[config.mk]
export PLATFORM = sky130hd
export DESIGN_NAME = soft_edge_wipe_transition_unit_flat
export DESIGN_NICKNAME = d
export VERILOG_FILES = /design/src/hw/rtl/swt_pkg.sv /design/src/hw/rtl/swt_in_if.sv /design/src/hw/rtl/swt_out_if.sv /design/src/hw/rtl/soft_edge_wipe_transition_unit.sv /design/src/hw/rtl/swt_seq.sv /design/src/hw/rtl/swt_pipe.sv /design/src/flat_wrapper.sv
export VERILOG_INCLUDE_DIRS = /design/src /design/src/hw/rtl
export SDC_FILE = /design/constraint.sdc
export NUM_CORES = 2
export LEC_CHECK = 0
export BUFFER_PORTS_ARGS = -buffer_cell sky130_fd_sc_hd__buf_2
export CELL_PAD_IN_SITES_DETAIL_PLACEMENT = 1
export CELL_PAD_IN_SITES_GLOBAL_PLACEMENT = 1
export CORE_MARGIN = 2
export CORE_UTILIZATION = 35
export DETAILED_ROUTE_END_ITERATION = 10
export GPL_TIMING_DRIVEN = 1
export PLACE_DENSITY_LB_ADDON = 0.08
export SLEW_MARGIN = 10
export SYNTH_ARGS = -nofsm -noshare
export SYNTH_HDL_FRONTEND = slang
export SYNTH_SLANG_ARGS = --single-unit
[constraint.sdc]
create_clock -name i_clk -period 8.6 [get_ports i_clk]
set_input_delay 0.43 -clock i_clk [delete_from_list [all_inputs] [get_ports i_clk]]
set_output_delay 0.43 -clock i_clk [all_outputs]
set_load 0.03 [all_outputs]
[src/hw/rtl/assert_macros.svh]
// assertion helpers for the wipe block
`ifndef ASSERT_MACROS_SVH
`define ASSERT_MACROS_SVH

`ifndef ASSERT_OFF
`define SWT_ASSERT(lbl, clk, rstn, prop) \
    lbl: assert property (@(posedge clk) disable iff (!rstn) prop) \
        else $error("assertion failed");
`define SWT_NEVER(lbl, clk, rstn, cond) \
    lbl: assert property (@(posedge clk) disable iff (!rstn) !(cond)) \
        else $error("forbidden condition seen");
`else
`define SWT_ASSERT(lbl, clk, rstn, prop)
`define SWT_NEVER(lbl, clk, rstn, cond)
`endif

`endif

[src/hw/rtl/swt_pkg.sv]
package swt_pkg;

    localparam int FRAC_BITS_DEF = 16;
    localparam int MAX_WIDTH     = 4096;
    localparam int EDGE_CAP      = 512;

    localparam int POS_W  = 13;
    localparam int COL_W  = 12;
    localparam int EDGE_W = 10;
    localparam int GLOW_W = 8;
    localparam int PIX_W  = 8;
    localparam int Q_W    = 9;
    localparam int NUM_W  = 18;

    localparam logic ACT_FRAME = 1'b0;
    localparam logic ACT_PIXEL = 1'b1;

    typedef struct packed {
        logic [POS_W-1:0]  pos;
        logic [POS_W-1:0]  width;
        logic [EDGE_W-1:0] edge_w;
        logic [GLOW_W-1:0] glow;
    } t_wipe_state;

endpackage

[src/hw/rtl/swt_in_if.sv]
interface swt_in_if import swt_pkg::*; ();
    logic              valid;
    logic              ready;
    logic              action;
    logic [POS_W-1:0]  speed_target;
    logic              restart_level;
    logic [EDGE_W-1:0] edge_target;
    logic [GLOW_W-1:0] glow_target;
    logic [COL_W-1:0]  column;
    logic [PIX_W-1:0]  luma_a;
    logic [PIX_W-1:0]  cb_a;
    logic [PIX_W-1:0]  cr_a;
    logic [PIX_W-1:0]  luma_b;
    logic [PIX_W-1:0]  cb_b;
    logic [PIX_W-1:0]  cr_b;

    modport source (
        output valid, action, speed_target, restart_level, edge_target, glow_target,
        output column, luma_a, cb_a, cr_a, luma_b, cb_b, cr_b,
        input  ready
    );
    modport sink (
        input  valid, action, speed_target, restart_level, edge_target, glow_target,
        input  column, luma_a, cb_a, cr_a, luma_b, cb_b, cr_b,
        output ready
    );
endinterface

[src/hw/rtl/swt_out_if.sv]
interface swt_out_if import swt_pkg::*; ();
    logic             valid;
    logic             ready;
    logic [PIX_W-1:0] out_luma;
    logic [PIX_W-1:0] out_cb;
    logic [PIX_W-1:0] out_cr;
    logic             completed;
    logic [POS_W-1:0] wipe_column;

    modport source (
        output valid, out_luma, out_cb, out_cr, completed, wipe_column,
        input  ready
    );
    modport sink (
        input  valid, out_luma, out_cb, out_cr, completed, wipe_column,
        output ready
    );
endinterface

[src/hw/rtl/soft_edge_wipe_transition_unit.sv]
// Soft-edge left-to-right wipe for 4:4:4 YCbCr. Pixel beats stream at one per clock,
// unless the sequencer is busy or the output stalls, through a six-stage pipeline
// (input register, edge test, three stages of a radix-8 divider for the blend weight,
// then blend, glow and output register). A frame-start beat holds the input while the
// envelope sequencer (difference, multiply, accumulate, position update, issue) runs;
// pixels accepted afterwards see the new position, edge band and glow. frame_width is
// written through i_cfg_we; the user must write it only while idle, as the block itself
// does not enforce this.
module soft_edge_wipe_transition_unit import swt_pkg::*; #(
    parameter int FRAC_BITS = FRAC_BITS_DEF
) (
    input  logic             i_clk,
    input  logic             i_rst_n,
    input  logic             i_cfg_we,
    input  logic [POS_W-1:0] i_cfg_wdata,
    swt_in_if.sink           i_in,
    swt_out_if.source        o_out
);

    logic        busy, emit, free, take, start, load;
    t_wipe_state st;

    assign i_in.ready = !busy && free;
    assign start = i_in.valid && i_in.ready && (i_in.action == ACT_FRAME);
    assign take  = emit && free;
    assign load  = (i_in.valid && i_in.ready && (i_in.action == ACT_PIXEL)) || take;

    swt_seq #(.FRAC_BITS(FRAC_BITS)) u_seq (
        .i_clk           (i_clk),
        .i_rst_n         (i_rst_n),
        .i_cfg_we        (i_cfg_we),
        .i_cfg_wdata     (i_cfg_wdata),
        .i_start         (start),
        .i_speed_target  (i_in.speed_target),
        .i_restart_level (i_in.restart_level),
        .i_edge_target   (i_in.edge_target),
        .i_glow_target   (i_in.glow_target),
        .i_emit_take     (take),
        .o_busy          (busy),
        .o_emit          (emit),
        .o_state         (st)
    );

    swt_pipe u_pipe (
        .i_clk    (i_clk),
        .i_rst_n  (i_rst_n),
        .i_load   (load),
        .i_action (take ? ACT_FRAME : ACT_PIXEL),
        .i_column (i_in.column),
        .i_luma_a (i_in.luma_a),
        .i_cb_a   (i_in.cb_a),
        .i_cr_a   (i_in.cr_a),
        .i_luma_b (i_in.luma_b),
        .i_cb_b   (i_in.cb_b),
        .i_cr_b   (i_in.cr_b),
        .i_state  (st),
        .o_free   (free),
        .o_out    (o_out)
    );

endmodule

[src/hw/rtl/swt_seq.sv]
`include "assert_macros.svh"

module swt_seq import swt_pkg::*; #(
    parameter int FRAC_BITS = FRAC_BITS_DEF
) (
    input  logic              i_clk,
    input  logic              i_rst_n,
    input  logic              i_cfg_we,
    input  logic [POS_W-1:0]  i_cfg_wdata,
    input  logic              i_start,
    input  logic [POS_W-1:0]  i_speed_target,
    input  logic              i_restart_level,
    input  logic [EDGE_W-1:0] i_edge_target,
    input  logic [GLOW_W-1:0] i_glow_target,
    input  logic              i_emit_take,
    output logic              o_busy,
    output logic              o_emit,
    output t_wipe_state       o_state
);

    localparam int SW  = POS_W + FRAC_BITS;
    localparam int EW  = EDGE_W + FRAC_BITS;
    localparam int GW  = GLOW_W + FRAC_BITS;
    localparam int CW  = FRAC_BITS - 1;
    localparam int SPW = SW + CW;
    localparam int EPW = EW + CW;
    localparam int GPW = GW + CW;
    localparam longint unsigned HALF = 64'd1 << (FRAC_BITS - 1);

    localparam logic [CW-1:0] C_SU = CW'(((64'd340 << FRAC_BITS) + 64'd500) / 64'd1000);
    localparam logic [CW-1:0] C_SD = CW'(((64'd115 << FRAC_BITS) + 64'd500) / 64'd1000);
    localparam logic [CW-1:0] C_EU = CW'(((64'd300 << FRAC_BITS) + 64'd500) / 64'd1000);
    localparam logic [CW-1:0] C_ED = CW'(((64'd105 << FRAC_BITS) + 64'd500) / 64'd1000);
    localparam logic [CW-1:0] C_GU = CW'(((64'd380 << FRAC_BITS) + 64'd500) / 64'd1000);
    localparam logic [CW-1:0] C_GD = CW'(((64'd130 << FRAC_BITS) + 64'd500) / 64'd1000);

    typedef enum logic [5:0] {
        S_IDLE = 6'b000001,
        S_DIFF = 6'b000010,
        S_MUL  = 6'b000100,
        S_ACC  = 6'b001000,
        S_POS  = 6'b010000,
        S_EMIT = 6'b100000
    } t_seq_state;

    t_seq_state r_state, n_state;

    logic [POS_W-1:0]  r_fw, r_pos;
    logic              r_prev_rs, r_primed;
    logic [SW-1:0]     r_env_s, r_mag_s;
    logic [EW-1:0]     r_env_e, r_mag_e;
    logic [GW-1:0]     r_env_g, r_mag_g;
    logic              r_up_s, r_up_e, r_up_g;
    logic [SPW-1:0]    r_prod_s;
    logic [EPW-1:0]    r_prod_e;
    logic [GPW-1:0]    r_prod_g;
    logic [EDGE_W-1:0] r_edge;
    logic [GLOW_W-1:0] r_glow;
    logic [POS_W-1:0]  r_st;
    logic [EDGE_W-1:0] r_et;
    logic [GLOW_W-1:0] r_gt;
    logic              r_rs;

    logic [POS_W-1:0]  c_w;
    logic [SW-1:0]     c_ts, c_es, c_step_s;
    logic [EW-1:0]     c_te, c_ee, c_step_e;
    logic [GW-1:0]     c_tg, c_eg, c_step_g;
    logic [POS_W-1:0]  c_rnd_s, c_sp, c_rnd_e, c_e1, c_e2;
    logic [POS_W:0]    c_sum;
    logic [GLOW_W:0]   c_rnd_g;

    always_comb begin
        c_w = (r_fw > POS_W'(MAX_WIDTH)) ? POS_W'(MAX_WIDTH) : r_fw;
        c_ts = SW'(r_st) << FRAC_BITS;
        c_te = EW'(r_et) << FRAC_BITS;
        c_tg = GW'(r_gt) << FRAC_BITS;
        c_es = r_primed ? r_env_s : c_ts;
        c_ee = r_primed ? r_env_e : c_te;
        c_eg = r_primed ? r_env_g : c_tg;
        c_step_s = SW'(({1'b0, r_prod_s} + (SPW+1)'(HALF)) >> FRAC_BITS);
        c_step_e = EW'(({1'b0, r_prod_e} + (EPW+1)'(HALF)) >> FRAC_BITS);
        c_step_g = GW'(({1'b0, r_prod_g} + (GPW+1)'(HALF)) >> FRAC_BITS);
        c_rnd_s = POS_W'(({1'b0, r_env_s} + (SW+1)'(HALF)) >> FRAC_BITS);
        c_rnd_e = POS_W'(({1'b0, r_env_e} + (EW+1)'(HALF)) >> FRAC_BITS);
        c_rnd_g = (GLOW_W+1)'(({1'b0, r_env_g} + (GW+1)'(HALF)) >> FRAC_BITS);
        c_sp = (c_rnd_s > c_w) ? c_w : c_rnd_s;
        c_sum = {1'b0, r_pos} + {1'b0, c_sp};
        c_e1 = (c_rnd_e > POS_W'(EDGE_CAP)) ? POS_W'(EDGE_CAP) : c_rnd_e;
        c_e2 = (c_e1 > c_w) ? c_w : c_e1;
    end

    always_comb begin
        n_state = r_state;
        case (r_state)
            S_IDLE: if (i_start) n_state = S_DIFF;
            S_DIFF: n_state = S_MUL;
            S_MUL:  n_state = S_ACC;
            S_ACC:  n_state = S_POS;
            S_POS:  n_state = S_EMIT;
            S_EMIT: if (i_emit_take) n_state = S_IDLE;
            default: n_state = S_IDLE;
        endcase
    end

    always_ff @(posedge i_clk) begin
        if (!i_rst_n) begin
            r_state   <= S_IDLE;
            r_fw      <= POS_W'(720);
            r_pos     <= '0;
            r_prev_rs <= 1'b1;
            r_primed  <= 1'b0;
            r_env_s   <= '0;
            r_env_e   <= '0;
            r_env_g   <= '0;
            r_edge    <= '0;
            r_glow    <= '0;
        end else begin
            r_state <= n_state;
            if (i_cfg_we) begin
                r_fw <= i_cfg_wdata;
            end
            case (r_state)
                S_DIFF: begin
                    r_env_s   <= c_es;
                    r_env_e   <= c_ee;
                    r_env_g   <= c_eg;
                    r_primed  <= 1'b1;
                    r_prev_rs <= r_rs;
                    if (r_rs && !r_prev_rs) begin
                        r_pos <= '0;
                    end
                end
                S_ACC: begin
                    r_env_s <= r_up_s ? r_env_s + c_step_s : r_env_s - c_step_s;
                    r_env_e <= r_up_e ? r_env_e + c_step_e : r_env_e - c_step_e;
                    r_env_g <= r_up_g ? r_env_g + c_step_g : r_env_g - c_step_g;
                end
                S_POS: begin
                    r_pos  <= (c_sum > {1'b0, c_w}) ? c_w : POS_W'(c_sum);
                    r_edge <= EDGE_W'(c_e2);
                    r_glow <= (c_rnd_g > (GLOW_W+1)'(255)) ? GLOW_W'(255) : GLOW_W'(c_rnd_g);
                end
                default: begin
                end
            endcase
        end
    end

    always_ff @(posedge i_clk) begin
        if (r_state == S_IDLE && i_start) begin
            r_st <= i_speed_target;
            r_et <= i_edge_target;
            r_gt <= i_glow_target;
            r_rs <= i_restart_level;
        end
        if (r_state == S_DIFF) begin
            r_up_s  <= c_ts > c_es;
            r_up_e  <= c_te > c_ee;
            r_up_g  <= c_tg > c_eg;
            r_mag_s <= (c_ts > c_es) ? c_ts - c_es : c_es - c_ts;
            r_mag_e <= (c_te > c_ee) ? c_te - c_ee : c_ee - c_te;
            r_mag_g <= (c_tg > c_eg) ? c_tg - c_eg : c_eg - c_tg;
        end
        if (r_state == S_MUL) begin
            r_prod_s <= SPW'(r_mag_s) * SPW'(r_up_s ? C_SU : C_SD);
            r_prod_e <= EPW'(r_mag_e) * EPW'(r_up_e ? C_EU : C_ED);
            r_prod_g <= GPW'(r_mag_g) * GPW'(r_up_g ? C_GU : C_GD);
        end
    end

    assign o_busy = (r_state != S_IDLE);
    assign o_emit = (r_state == S_EMIT);
    assign o_state.pos    = r_pos;
    assign o_state.width  = c_w;
    assign o_state.edge_w = r_edge;
    assign o_state.glow   = r_glow;

    `SWT_NEVER(a_start_busy, i_clk, i_rst_n, o_busy && i_start)
    `SWT_ASSERT(a_pos_in_width, i_clk, i_rst_n, (r_state == S_EMIT) |-> (r_pos <= c_w))
    `SWT_ASSERT(a_edge_max, i_clk, i_rst_n, (r_state == S_EMIT) |-> (13'(r_edge) <= c_w))

endmodule

[src/hw/rtl/swt_pipe.sv]
`include "assert_macros.svh"

module swt_pipe import swt_pkg::*; (
    input  logic             i_clk,
    input  logic             i_rst_n,
    input  logic             i_load,
    input  logic             i_action,
    input  logic [COL_W-1:0] i_column,
    input  logic [PIX_W-1:0] i_luma_a,
    input  logic [PIX_W-1:0] i_cb_a,
    input  logic [PIX_W-1:0] i_cr_a,
    input  logic [PIX_W-1:0] i_luma_b,
    input  logic [PIX_W-1:0] i_cb_b,
    input  logic [PIX_W-1:0] i_cr_b,
    input  t_wipe_state      i_state,
    output logic             o_free,
    swt_out_if.source        o_out
);

    function automatic logic [NUM_W+2:0] f_div3(input logic [NUM_W-1:0] rem,
                                                input logic [EDGE_W-1:0] dv,
                                                input int hi);
        logic [NUM_W-1:0] r;
        logic [NUM_W-1:0] sh;
        logic [2:0]       qb;
        r  = rem;
        qb = '0;
        for (int k = 0; k < 3; k++) begin
            sh = NUM_W'(dv) << (hi - k);
            if (r >= sh) begin
                r = r - sh;
                qb[2-k] = 1'b1;
            end
        end
        return {r, qb};
    endfunction

    function automatic logic [PIX_W-1:0] f_blend(input logic [PIX_W-1:0] a,
                                                 input logic [PIX_W-1:0] b,
                                                 input logic [Q_W-1:0] q);
        logic [16:0] s;
        s = 17'(a) * 17'(Q_W'(256) - q) + 17'(b) * 17'(q) + 17'd128;
        return PIX_W'(s >> 8);
    endfunction

    // pixel beat payload, carried stage to stage
    typedef struct packed {
        logic             act;
        logic [PIX_W-1:0] la, ca, ra, lb, cb, rb;
        logic [POS_W-1:0] pos;
        logic             comp;
    } t_beat;

    logic r_v1, r_v2, r_v3, r_v4, r_v5, r_v6;
    logic en1, en2, en3, en4, en5, en6;

    t_beat             r_b2, r_b3, r_b4, r_b5;
    logic              r_act1;
    logic [COL_W-1:0]  r_col1;
    logic [PIX_W-1:0]  r_la1, r_ca1, r_ra1, r_lb1, r_cb1, r_rb1;
    t_wipe_state       r_st1;
    logic              r_inb2, r_inb3, r_inb4, r_inb5;
    logic              r_ine2, r_ine3, r_ine4, r_ine5;
    logic [EDGE_W-1:0] r_e2, r_e3, r_e4, r_e5;
    logic [GLOW_W-1:0] r_g2, r_g3, r_g4, r_g5;
    logic [NUM_W-1:0]  r_rem2, r_rem3, r_rem4, r_rem5;
    logic [Q_W-1:0]    r_q3, r_q4, r_q5;
    logic [PIX_W-1:0]  r_ol6, r_ob6, r_or6;
    logic              r_comp6;
    logic [POS_W-1:0]  r_pos6;

    logic              c_inb, c_ine;
    logic [POS_W:0]    c_end;
    logic [POS_W-1:0]  c_rel;
    logic [EDGE_W-1:0] c_d;
    logic [NUM_W-1:0]  c_num;
    logic [NUM_W+2:0]  c_d3, c_d4, c_d5;
    logic [PIX_W-1:0]  c_bl, c_bb, c_br;
    logic [16:0]       c_gp;
    logic [PIX_W:0]    c_lum;
    logic [PIX_W-1:0]  c_ol, c_ob, c_or;

    assign en6 = !r_v6 || o_out.ready;
    assign en5 = !r_v5 || en6;
    assign en4 = !r_v4 || en5;
    assign en3 = !r_v3 || en4;
    assign en2 = !r_v2 || en3;
    assign en1 = !r_v1 || en2;
    assign o_free = en1;

    always_comb begin
        c_inb = {1'b0, r_col1} < r_st1.pos;
        c_end = {1'b0, r_st1.pos} + (POS_W+1)'(r_st1.edge_w);
        c_ine = (r_st1.edge_w != '0) && ({1'b0, r_col1} < r_st1.width)
                && ((POS_W+1)'(r_col1) < c_end);
        c_rel = {1'b0, r_col1} - r_st1.pos;
        c_d   = r_st1.edge_w - EDGE_W'(c_rel);
        c_num = (NUM_W'(c_d) << 8) + NUM_W'(r_st1.edge_w >> 1);
        c_d3  = f_div3(r_rem2, r_e2, 8);
        c_d4  = f_div3(r_rem3, r_e3, 5);
        c_d5  = f_div3(r_rem4, r_e4, 2);
        c_bl  = f_blend(r_b5.la, r_b5.lb, r_q5);
        c_bb  = f_blend(r_b5.ca, r_b5.cb, r_q5);
        c_br  = f_blend(r_b5.ra, r_b5.rb, r_q5);
        c_gp  = 17'(r_g5) * 17'(r_q5) + 17'd128;
        c_lum = (PIX_W+1)'(c_bl) + (PIX_W+1)'(c_gp >> 8);
        c_ol  = r_b5.la;
        c_ob  = r_b5.ca;
        c_or  = r_b5.ra;
        if (r_b5.act == ACT_FRAME) begin
            c_ol = '0;
            c_ob = '0;
            c_or = '0;
        end else if (r_inb5) begin
            c_ol = r_b5.lb;
            c_ob = r_b5.cb;
            c_or = r_b5.rb;
        end else if (r_ine5) begin
            c_ol = c_lum[PIX_W] ? PIX_W'(255) : c_lum[PIX_W-1:0];
            c_ob = c_bb;
            c_or = c_br;
        end
    end

    always_ff @(posedge i_clk) begin
        if (!i_rst_n) begin
            r_v1 <= 1'b0;
            r_v2 <= 1'b0;
            r_v3 <= 1'b0;
            r_v4 <= 1'b0;
            r_v5 <= 1'b0;
            r_v6 <= 1'b0;
        end else begin
            if (en1) r_v1 <= i_load;
            if (en2) r_v2 <= r_v1;
            if (en3) r_v3 <= r_v2;
            if (en4) r_v4 <= r_v3;
            if (en5) r_v5 <= r_v4;
            if (en6) r_v6 <= r_v5;
        end
    end

    always_ff @(posedge i_clk) begin
        if (en1) begin
            r_act1 <= i_action;
            r_col1 <= i_column;
            r_la1  <= i_luma_a;
            r_ca1  <= i_cb_a;
            r_ra1  <= i_cr_a;
            r_lb1  <= i_luma_b;
            r_cb1  <= i_cb_b;
            r_rb1  <= i_cr_b;
            r_st1  <= i_state;
        end
        if (en2) begin
            r_b2   <= '{act: r_act1, la: r_la1, ca: r_ca1, ra: r_ra1,
                        lb: r_lb1, cb: r_cb1, rb: r_rb1, pos: r_st1.pos,
                        comp: (r_st1.pos >= r_st1.width)};
            r_inb2 <= c_inb;
            r_ine2 <= c_ine;
            r_e2   <= r_st1.edge_w;
            r_g2   <= r_st1.glow;
            r_rem2 <= c_num;
        end
        if (en3) begin
            r_b3   <= r_b2;
            r_inb3 <= r_inb2;
            r_ine3 <= r_ine2;
            r_e3   <= r_e2;
            r_g3   <= r_g2;
            r_rem3 <= c_d3[NUM_W+2:3];
            r_q3   <= {c_d3[2:0], 6'b0};
        end
        if (en4) begin
            r_b4   <= r_b3;
            r_inb4 <= r_inb3;
            r_ine4 <= r_ine3;
            r_e4   <= r_e3;
            r_g4   <= r_g3;
            r_rem4 <= c_d4[NUM_W+2:3];
            r_q4   <= {r_q3[8:6], c_d4[2:0], 3'b0};
        end
        if (en5) begin
            r_b5   <= r_b4;
            r_inb5 <= r_inb4;
            r_ine5 <= r_ine4;
            r_e5   <= r_e4;
            r_g5   <= r_g4;
            r_rem5 <= c_d5[NUM_W+2:3];
            r_q5   <= {r_q4[8:3], c_d5[2:0]};
        end
        if (en6) begin
            r_ol6   <= c_ol;
            r_ob6   <= c_ob;
            r_or6   <= c_or;
            r_comp6 <= r_b5.comp;
            r_pos6  <= r_b5.pos;
        end
    end

    assign o_out.valid       = r_v6;
    assign o_out.out_luma    = r_ol6;
    assign o_out.out_cb      = r_ob6;
    assign o_out.out_cr      = r_or6;
    assign o_out.completed   = r_comp6;
    assign o_out.wipe_column = r_pos6;

    `SWT_ASSERT(a_rem_first, i_clk, i_rst_n, (r_v3 && r_ine3 && !r_inb3 && r_b3.act) |-> (r_rem3 < (18'(r_e3) << 6)))
    `SWT_ASSERT(a_rem_last, i_clk, i_rst_n, (r_v5 && r_ine5 && !r_inb5 && r_b5.act) |-> (r_rem5 < 18'(r_e5)))
    `SWT_ASSERT(a_q_bound, i_clk, i_rst_n, (r_v5 && r_ine5 && !r_inb5 && r_b5.act) |-> (r_q5 <= 9'd256))

endmodule
[src/flat_wrapper.sv]
// flat-port wrapper written by rule: the top's interface ports become plain ports
module soft_edge_wipe_transition_unit_flat import swt_pkg::*;
#(
    parameter int FRAC_BITS = FRAC_BITS_DEF
)
  (i_clk, i_rst_n, i_cfg_we, i_cfg_wdata, i_in_valid, i_in_action, i_in_speed_target, i_in_restart_level, i_in_edge_target, i_in_glow_target, i_in_column, i_in_luma_a, i_in_cb_a, i_in_cr_a, i_in_luma_b, i_in_cb_b, i_in_cr_b, i_in_ready, o_out_valid, o_out_out_luma, o_out_out_cb, o_out_out_cr, o_out_completed, o_out_wipe_column, o_out_ready);
  swt_in_if i_in_i ();
  swt_out_if o_out_i ();
  input  logic i_clk;
  input  logic i_rst_n;
  input  logic i_cfg_we;
  input  logic [POS_W-1:0] i_cfg_wdata;
  input wire logic [$bits(i_in_i.valid)-1:0] i_in_valid;
  input wire logic [$bits(i_in_i.action)-1:0] i_in_action;
  input wire logic [$bits(i_in_i.speed_target)-1:0] i_in_speed_target;
  input wire logic [$bits(i_in_i.restart_level)-1:0] i_in_restart_level;
  input wire logic [$bits(i_in_i.edge_target)-1:0] i_in_edge_target;
  input wire logic [$bits(i_in_i.glow_target)-1:0] i_in_glow_target;
  input wire logic [$bits(i_in_i.column)-1:0] i_in_column;
  input wire logic [$bits(i_in_i.luma_a)-1:0] i_in_luma_a;
  input wire logic [$bits(i_in_i.cb_a)-1:0] i_in_cb_a;
  input wire logic [$bits(i_in_i.cr_a)-1:0] i_in_cr_a;
  input wire logic [$bits(i_in_i.luma_b)-1:0] i_in_luma_b;
  input wire logic [$bits(i_in_i.cb_b)-1:0] i_in_cb_b;
  input wire logic [$bits(i_in_i.cr_b)-1:0] i_in_cr_b;
  output wire logic [$bits(i_in_i.ready)-1:0] i_in_ready;
  output wire logic [$bits(o_out_i.valid)-1:0] o_out_valid;
  output wire logic [$bits(o_out_i.out_luma)-1:0] o_out_out_luma;
  output wire logic [$bits(o_out_i.out_cb)-1:0] o_out_out_cb;
  output wire logic [$bits(o_out_i.out_cr)-1:0] o_out_out_cr;
  output wire logic [$bits(o_out_i.completed)-1:0] o_out_completed;
  output wire logic [$bits(o_out_i.wipe_column)-1:0] o_out_wipe_column;
  input wire logic [$bits(o_out_i.ready)-1:0] o_out_ready;
  assign i_in_i.valid = i_in_valid;
  assign i_in_i.action = i_in_action;
  assign i_in_i.speed_target = i_in_speed_target;
  assign i_in_i.restart_level = i_in_restart_level;
  assign i_in_i.edge_target = i_in_edge_target;
  assign i_in_i.glow_target = i_in_glow_target;
  assign i_in_i.column = i_in_column;
  assign i_in_i.luma_a = i_in_luma_a;
  assign i_in_i.cb_a = i_in_cb_a;
  assign i_in_i.cr_a = i_in_cr_a;
  assign i_in_i.luma_b = i_in_luma_b;
  assign i_in_i.cb_b = i_in_cb_b;
  assign i_in_i.cr_b = i_in_cr_b;
  assign i_in_ready = i_in_i.ready;
  assign o_out_valid = o_out_i.valid;
  assign o_out_out_luma = o_out_i.out_luma;
  assign o_out_out_cb = o_out_i.out_cb;
  assign o_out_out_cr = o_out_i.out_cr;
  assign o_out_completed = o_out_i.completed;
  assign o_out_wipe_column = o_out_i.wipe_column;
  assign o_out_i.ready = o_out_ready;
  soft_edge_wipe_transition_unit #(.FRAC_BITS(FRAC_BITS)) u_core (.i_clk(i_clk), .i_rst_n(i_rst_n), .i_cfg_we(i_cfg_we), .i_cfg_wdata(i_cfg_wdata), .i_in(i_in_i), .o_out(o_out_i));
endmodule
After elaboration in Yosys (flattened, before gate mapping)
Cells that the tools add are included.
{"block": "word_totals", "regBits": 912, "output_inout_bits": 40}
{"block": "classes", "add_sub_neg": 40, "multipliers": 10, "magnitude_cmp": 22, "n_eq_ne": 10, "mux": 51, "bitwise_logic": 1, "n_reduce_logical": 29}
{"op": "2-to-1 mux 18 bit", "n": 8}
{"op": "2-to-1 mux 29 bit", "n": 3}
{"op": "subtractor 29 bit", "n": 3}
{"op": "2-to-1 mux 26 bit", "n": 3}
{"op": "subtractor 26 bit", "n": 3}
{"op": "2-to-1 mux 24 bit", "n": 3}
{"op": "subtractor 24 bit", "n": 3}
{"op": "2-to-1 mux 8 bit", "n": 8}
{"op": "one-hot mux 29 bit (2 select lines)", "n": 1}
{"op": "2-to-1 mux 13 bit", "n": 4}
{"op": "one-hot mux 26 bit (2 select lines)", "n": 1}
{"op": "adder 16 bit", "n": 3}
{"op": "adder 16 x 8 -> 16 bit, second input constant", "n": 3}
{"op": "multiplier 8 x 9 -> 16 bit", "n": 3}
{"op": "one-hot mux 24 bit (2 select lines)", "n": 1}
{"op": "adder 44 x 16 -> 45 bit, second input constant", "n": 1}
{"op": "2-to-1 mux 15 bit", "n": 3}
{"op": "multiplier 29 x 15 -> 44 bit", "n": 1}
{"op": "adder 41 x 16 -> 42 bit, second input constant", "n": 1}
{"op": "multiplier 26 x 15 -> 41 bit", "n": 1}
{"op": "adder 39 x 16 -> 40 bit, second input constant", "n": 1}
{"op": "multiplier 24 x 15 -> 39 bit", "n": 1}
{"op": "one-hot mux 6 bit (6 select lines)", "n": 1}
{"op": "multiplier 8 x 17 -> 16 bit", "n": 2}
{"op": "other kinds (64)", "n": 101}

Logic depth before layout (Yosys ltp)
{"block": "logic_depth", "ltp_word": 12, "ltp_mapped": 39, "depth_no_buf": 36}

Cells and area by module
Synthesis repeated with hierarchy kept, for this count alone.
{"block": "unflattened", "hier_cells": 8711, "hier_area_um2": 88652.5}
{"module": "swt_seq", "n_inst": 1, "cells_per_inst": 4984, "area_per_inst_um2": 46948.8, "seq_area_each_um2": 8418.1}
{"module": "swt_pipe", "n_inst": 1, "cells_per_inst": 3722, "area_per_inst_um2": 41662.5, "seq_area_each_um2": 15735.1}
{"module": "soft_edge_wipe_transition_unit", "n_inst": 1, "cells_per_inst": 5, "area_per_inst_um2": 41.3, "seq_area_each_um2": 0.0}

Worst setup path after synthesis
No wires, ideal clock.
{"block": "synth_timing", "path_kind": "register to register", "start": "reg u_core.u_pipe.r_q5[3]", "end": "reg u_core.u_pipe.r_ol6[7], in the netlist u_core.u_pipe.o_out.out_luma[7] (data pin)", "setup_time_ps": 258, "arrival_ps": 8193, "required_ps": 8342, "setup_slack_ps": 150, "stages_incl_launch_ff": 34, "n_path_buf": 3, "period_less_slack_ps": 8450, "cell_sequence": "edfxtp_1 -> clkbuf_1 -> or3_1 -> or2_2 -> nor4_1 -> a21boi_0 -> clkbuf_1 -> clkbuf_1 -> nand2_1 -> inv_1 -> fa_1 -> inv_1 -> fa_1 -> fa_1 -> inv_1 -> fa_1 -> fa_1 -> fa_1 -> ha_1 -> and3_1 -> a21oi_1 -> o21ai_0 -> o41a_1 -> a21oi_1 -> o21bai_1 -> xnor2_1 -> ha_1 -> nand2_1 -> a21o_1 -> and3_1 -> a2111oi_0 -> a31oi_1 -> o221ai_1 -> nand2_1"}
{"block": "synth_between", "elab_chain_len": 8, "elab_cells_between_ends": 11, "classes_between": "add/sub: 5; mul: 3; mux: 3"}
{"element": "start, declared", "line_no": "swt_pipe.sv:67", "text": "logic [Q_W-1:0] r_q3, r_q4, r_q5;"}
{"element": "start signal, assigned", "line_no": "swt_pipe.sv:190", "text": "r_q5 <= {r_q4[8:3], c_d5[2:0]};"}
{"element": "subtractor 9 x 9 -> 10 bit", "line_no": "swt_pipe.sv:42", "text": "s = 17'(a) * 17'(Q_W'(256) - q) + 17'(b) * 17'(q) + 17'd128;"}
{"element": "multiplier 8 x 17 -> 16 bit", "line_no": "swt_pipe.sv:42"}
{"element": "adder 16 bit", "line_no": "swt_pipe.sv:42"}
{"element": "adder 16 x 8 -> 16 bit", "line_no": "swt_pipe.sv:42"}
{"element": "adder 8 x 9 -> 9 bit (*)", "line_no": "swt_pipe.sv:106", "text": "c_lum = (PIX_W+1)'(c_bl) + (PIX_W+1)'(c_gp >> 8);"}
{"element": "2-to-1 mux 8 bit (*)", "line_no": "swt_pipe.sv:119", "text": "c_ol = c_lum[PIX_W] ? PIX_W'(255) : c_lum[PIX_W-1:0];"}
{"element": "2-to-1 mux 8 bit (*)", "line_no": "swt_pipe.sv:118", "text": "end else if (r_ine5) begin"}
{"element": "2-to-1 mux 8 bit (*)", "line_no": "swt_pipe.sv:114", "text": "end else if (r_inb5) begin"}
{"element": "end signal, assigned", "line_no": "swt_pipe.sv:193", "text": "r_ol6 <= c_ol;"}
{"element": "end, declared", "line_no": "swt_pipe.sv:68", "text": "logic [PIX_W-1:0] r_ol6, r_ob6, r_or6;"}
Every way passes the cells marked *; elsewhere a longest branch is shown, timed or not.
A chain may end at the register's enable or synchronous reset.

Final worst setup path
{"block": "layout_timing", "start": "reg u_core.u_pipe.r_q5[3]", "end": "reg u_core.u_pipe.r_ol6[6], in the netlist u_core.u_pipe.o_out.out_luma[6] (data pin)"}
Same word-level chain as after synthesis.

==> impl_metrics.tcl <==
set metrics [dict create \
    status "complete, no violations" \
    avgSynthCellArea_um2 10.17 \
    cts_buffers 106 \
    rows 184 \
    root_buffer "clkbuf_16" \
    die_h_um 505.9 \
    insertion_delay_ns 0.79 \
    vias 61843 \
    drt_iter0_drc 2555 \
    synth_edf_count 713 \
    slowest_stage "fa_1" \
    holdWs_ns 0.1400 \
    final_area_um2 98500 \
    setup-violations-final 0 \
    final_max_slew_viol_count 0 \
    crit_type "reg -> reg" \
    fin_cells 12412 \
    n_fill_cell 28024 \
    gr-total-overflow 0 \
    gp_congestion 0.8427 \
    synthAdderAreaFrac_pct 36.91 \
    drv_cap 0 \
    antenna_found_initial 20 \
    grt_pass1_wl_mm 401.4 \
    finClkSkew_ns 0.08003 \
    grtUsageMet2_pct 35.24 \
    use_met1_pct 26.78 \
    drive_above_1_share_pct 7.165 \
    grt_pass1_vias 68075 \
    synth-compound-area-share_pct 9.026 \
    synth.area.mux_share_pct 1.872 \
    die-area_um2 255900 \
    portBuffers 150 \
    dpl.cell_count 12092 \
    crit_path_end_kind "flop" \
    busiest_layer "met2" \
    final.min_clock_period_ns 8.288 \
    gr-usage-met3_pct 1.837 \
    netlist_instances 8670 \
    cpPeakStageDelay_ns 0.52 \
    area_delta_synth_final_pct 11.74 \
    drc_errors 0 \
    tightest_slew_ns 1.160 \
    yosysWarnings 0 \
    cp_data_arrival_time_ns 8.77 \
    finalCritPeriodShare_pct 96.37 \
    ys_ff_latch 850 \
    ctsLongestPathBuffers 3 \
    clk_pin_slew_ns 0.06 \
    critPathMostFrequentCell "fa_1" \
    synthArstFlopShare_pct 0 \
    cp-start-kind "flop" \
    peakVddDrop_v 0.0008964 \
    slew-limit-headroom_pct 22.49 \
    grt_max_degree 70 \
    p_leak_uw 0.04501 \
    cts.htree.levels 3 \
    first_pass_iters 5 \
    die_w_um 505.9 \
    grt.total_usage_pct 20.06 \
    fp.coreArea_um2 250900 \
    ant_nets 0 \
    viasPerCell 4.983 \
    setup_tns_ns 0 \
    worstPathMaxFanout 8 \
    io_pins 151 \
    cts_tree "built" \
    start_util_pct 35.13 \
    placed_cell_area_um2 93350 \
    synthXorXnorAreaFrac_pct 5.395 \
    finalHoldViolCount 0 \
    route.detailed.wl_per_inst_um 20.49 \
    synth-seq-area-share_pct 27.40 \
    final_nets 11105 \
    synth_top_family_by_area "adder cells" \
    ys.flop_type "edfxtp_1" \
    routed_wl_mm 254.3 \
    utilization_pct 39.25 \
    hp-class "in -> reg" \
    netlist_area_um2 88150 \
    cts.sinks 850 \
    p_per_area_nw_per_um2 352.8 \
    clock.fmax_mhz 120.7 \
    detailedPlacementHpwl_mm 207.3 \
    crit_required_ns 9.08 \
    synth-simple-area-share_pct 12.55 \
    synth_cell_types 93 \
]
through the flow:
stage	worst slack, ns	power [uW]
final	0.3123	34760
after global routing	-0.05549	38810
after CTS	0.04894	34700
after detailed placement	-0.3706	29420
after global placement	-0.2242	28840
after floorplan	0.1499	22800
placed cells by master (no fill, tap or decap), types with 157 or more instances in the layout:
| cell | instances |
|---|---|
| xnor2_1 | 378 |
| and2_1 | 386 |
| inv_1 | 1329 |
| a21oi_1 | 393 |
| xor2_1 | 157 |
| fa_1 | 951 |
| ha_1 | 1078 |
| edfxtp_1 | 713 |
| o21ai_0 | 264 |
| nand2_1 | 585 |
| nor2_1 | 515 |
state kept, by name, summed over array words and instances, names as in the netlist, 29 cells and up:
register	flops
u_core.u_seq.r_env_s	29
u_core.u_pipe.r_b3	63
u_core.u_seq.r_mag_s	29
u_core.u_pipe.r_b4	63
u_core.u_seq.r_prod_s	29
u_core.u_pipe.r_b2	63
u_core.u_pipe.r_b5	63
u_core.u_pipe.r_st1	44
synth_stat cells (47+ instances only):
cell type	count	area [um^2]
nand4_1	66	412.9
nor2_1	517	1941
a211oi_1	57	427.9
or2_2	59	369.1
fa_1	951	19040
nor3_1	106	530.5
a21oi_1	400	2002
nand3_1	132	660.6
xor2_1	159	1393
nand2_1	587	2203
inv_1	1334	5007
mux2_2	47	529.3
nor2b_1	99	619.3
and3_1	64	400.4
a21o_1	106	795.8
clkbuf_1	235	882.1
dfxtp_1	137	2743
xnor2_1	384	3363
edfxtp_1	713	21410
a31oi_1	52	325.3
o21a_1	68	510.5
o21ai_0	267	1336
mux2i_1	94	940.9
ha_1	1079	13500
and2_1	388	2427
nand2b_1	54	337.8
metal layers:
layer	vias up	share of wire [%]
met5	-	0.0051
met4	2	2.1
met3	215	2.4
met2	611	49
met1	31464	46
li1	29551	-
where the power goes:
group | internal [uW] | total, uW | leakage (uW) | switching [uW]
Sequential | 4820 | 5020 | 0.00864 | 193
Clock | 2870 | 4920 | 0.00183 | 2050
Combinational | 11400 | 24800 | 0.0345 | 13400
cell families (layout without fill, tap and decap cells):
group | after synthesis | count (layout)
AND/OR/NAND/NOR | 2227 | 2227
adder cells (fa/ha/maj) | 2030 | 2030
buffers and inverters | 1601 | 1913
AO/OA/AOI/OAI | 1263 | 1263
flip-flops | 850 | 850
XOR/XNOR | 543 | 543
multiplexers | 154 | 154
other | 2 | 84
layout make-up:
type,instances,area [um^2],area share [%]
Multi-Input combinational cell,6295,58560,59.45
Sequential cell,850,24160,24.52
Inverter,1338,5031,5.108
Tap cell,3348,4189,4.253
Timing Repair Buffer,373,2706,2.748
Clock buffer,113,2700,2.741
Clock inverter,89,1142,1.160
Antenna cell,6,15.01,0.01524
critical path, delay by kind of cell, from the launching register on:
| kind | cells | cell delay [ns] |
|---|---|---|
| compound gates | 9 | 1.61 |
| simple gates | 8 | 1.55 |
| buf+inv | 5 | 0.61 |
| fa+ha+maj | 8 | 3.63 |
| xor+xnor | 2 | 0.23 |
| flops | 1 | 0.40 |
worst paths after layout:
path                                              from                              end  slack [ns]  cells after the start
worst min register to register  u_core.u_pipe.r_b4[52]           u_core.u_pipe.r_b5[52]        0.38                      0
worst max register to register   u_core.u_pipe.r_q5[3]  u_core.u_pipe.o_out.out_luma[6]        0.31                     32
worst max-delay path             u_core.u_pipe.r_q5[3]  u_core.u_pipe.o_out.out_luma[6]        0.31                     32
worst min-delay path                           i_rst_n             u_core.u_seq.r_fw[9]        0.14                      2
repair_timing:
item,in CTS,in global routing
endpoints found under the setup margin,8,8
hold buffers,106,0
setup buffers,0,6
pin swaps,0,8
endpoints found under the hold margin,106,0
gates resized for setup,6,28
No activity file was read; power rests on OpenSTA's default activity.
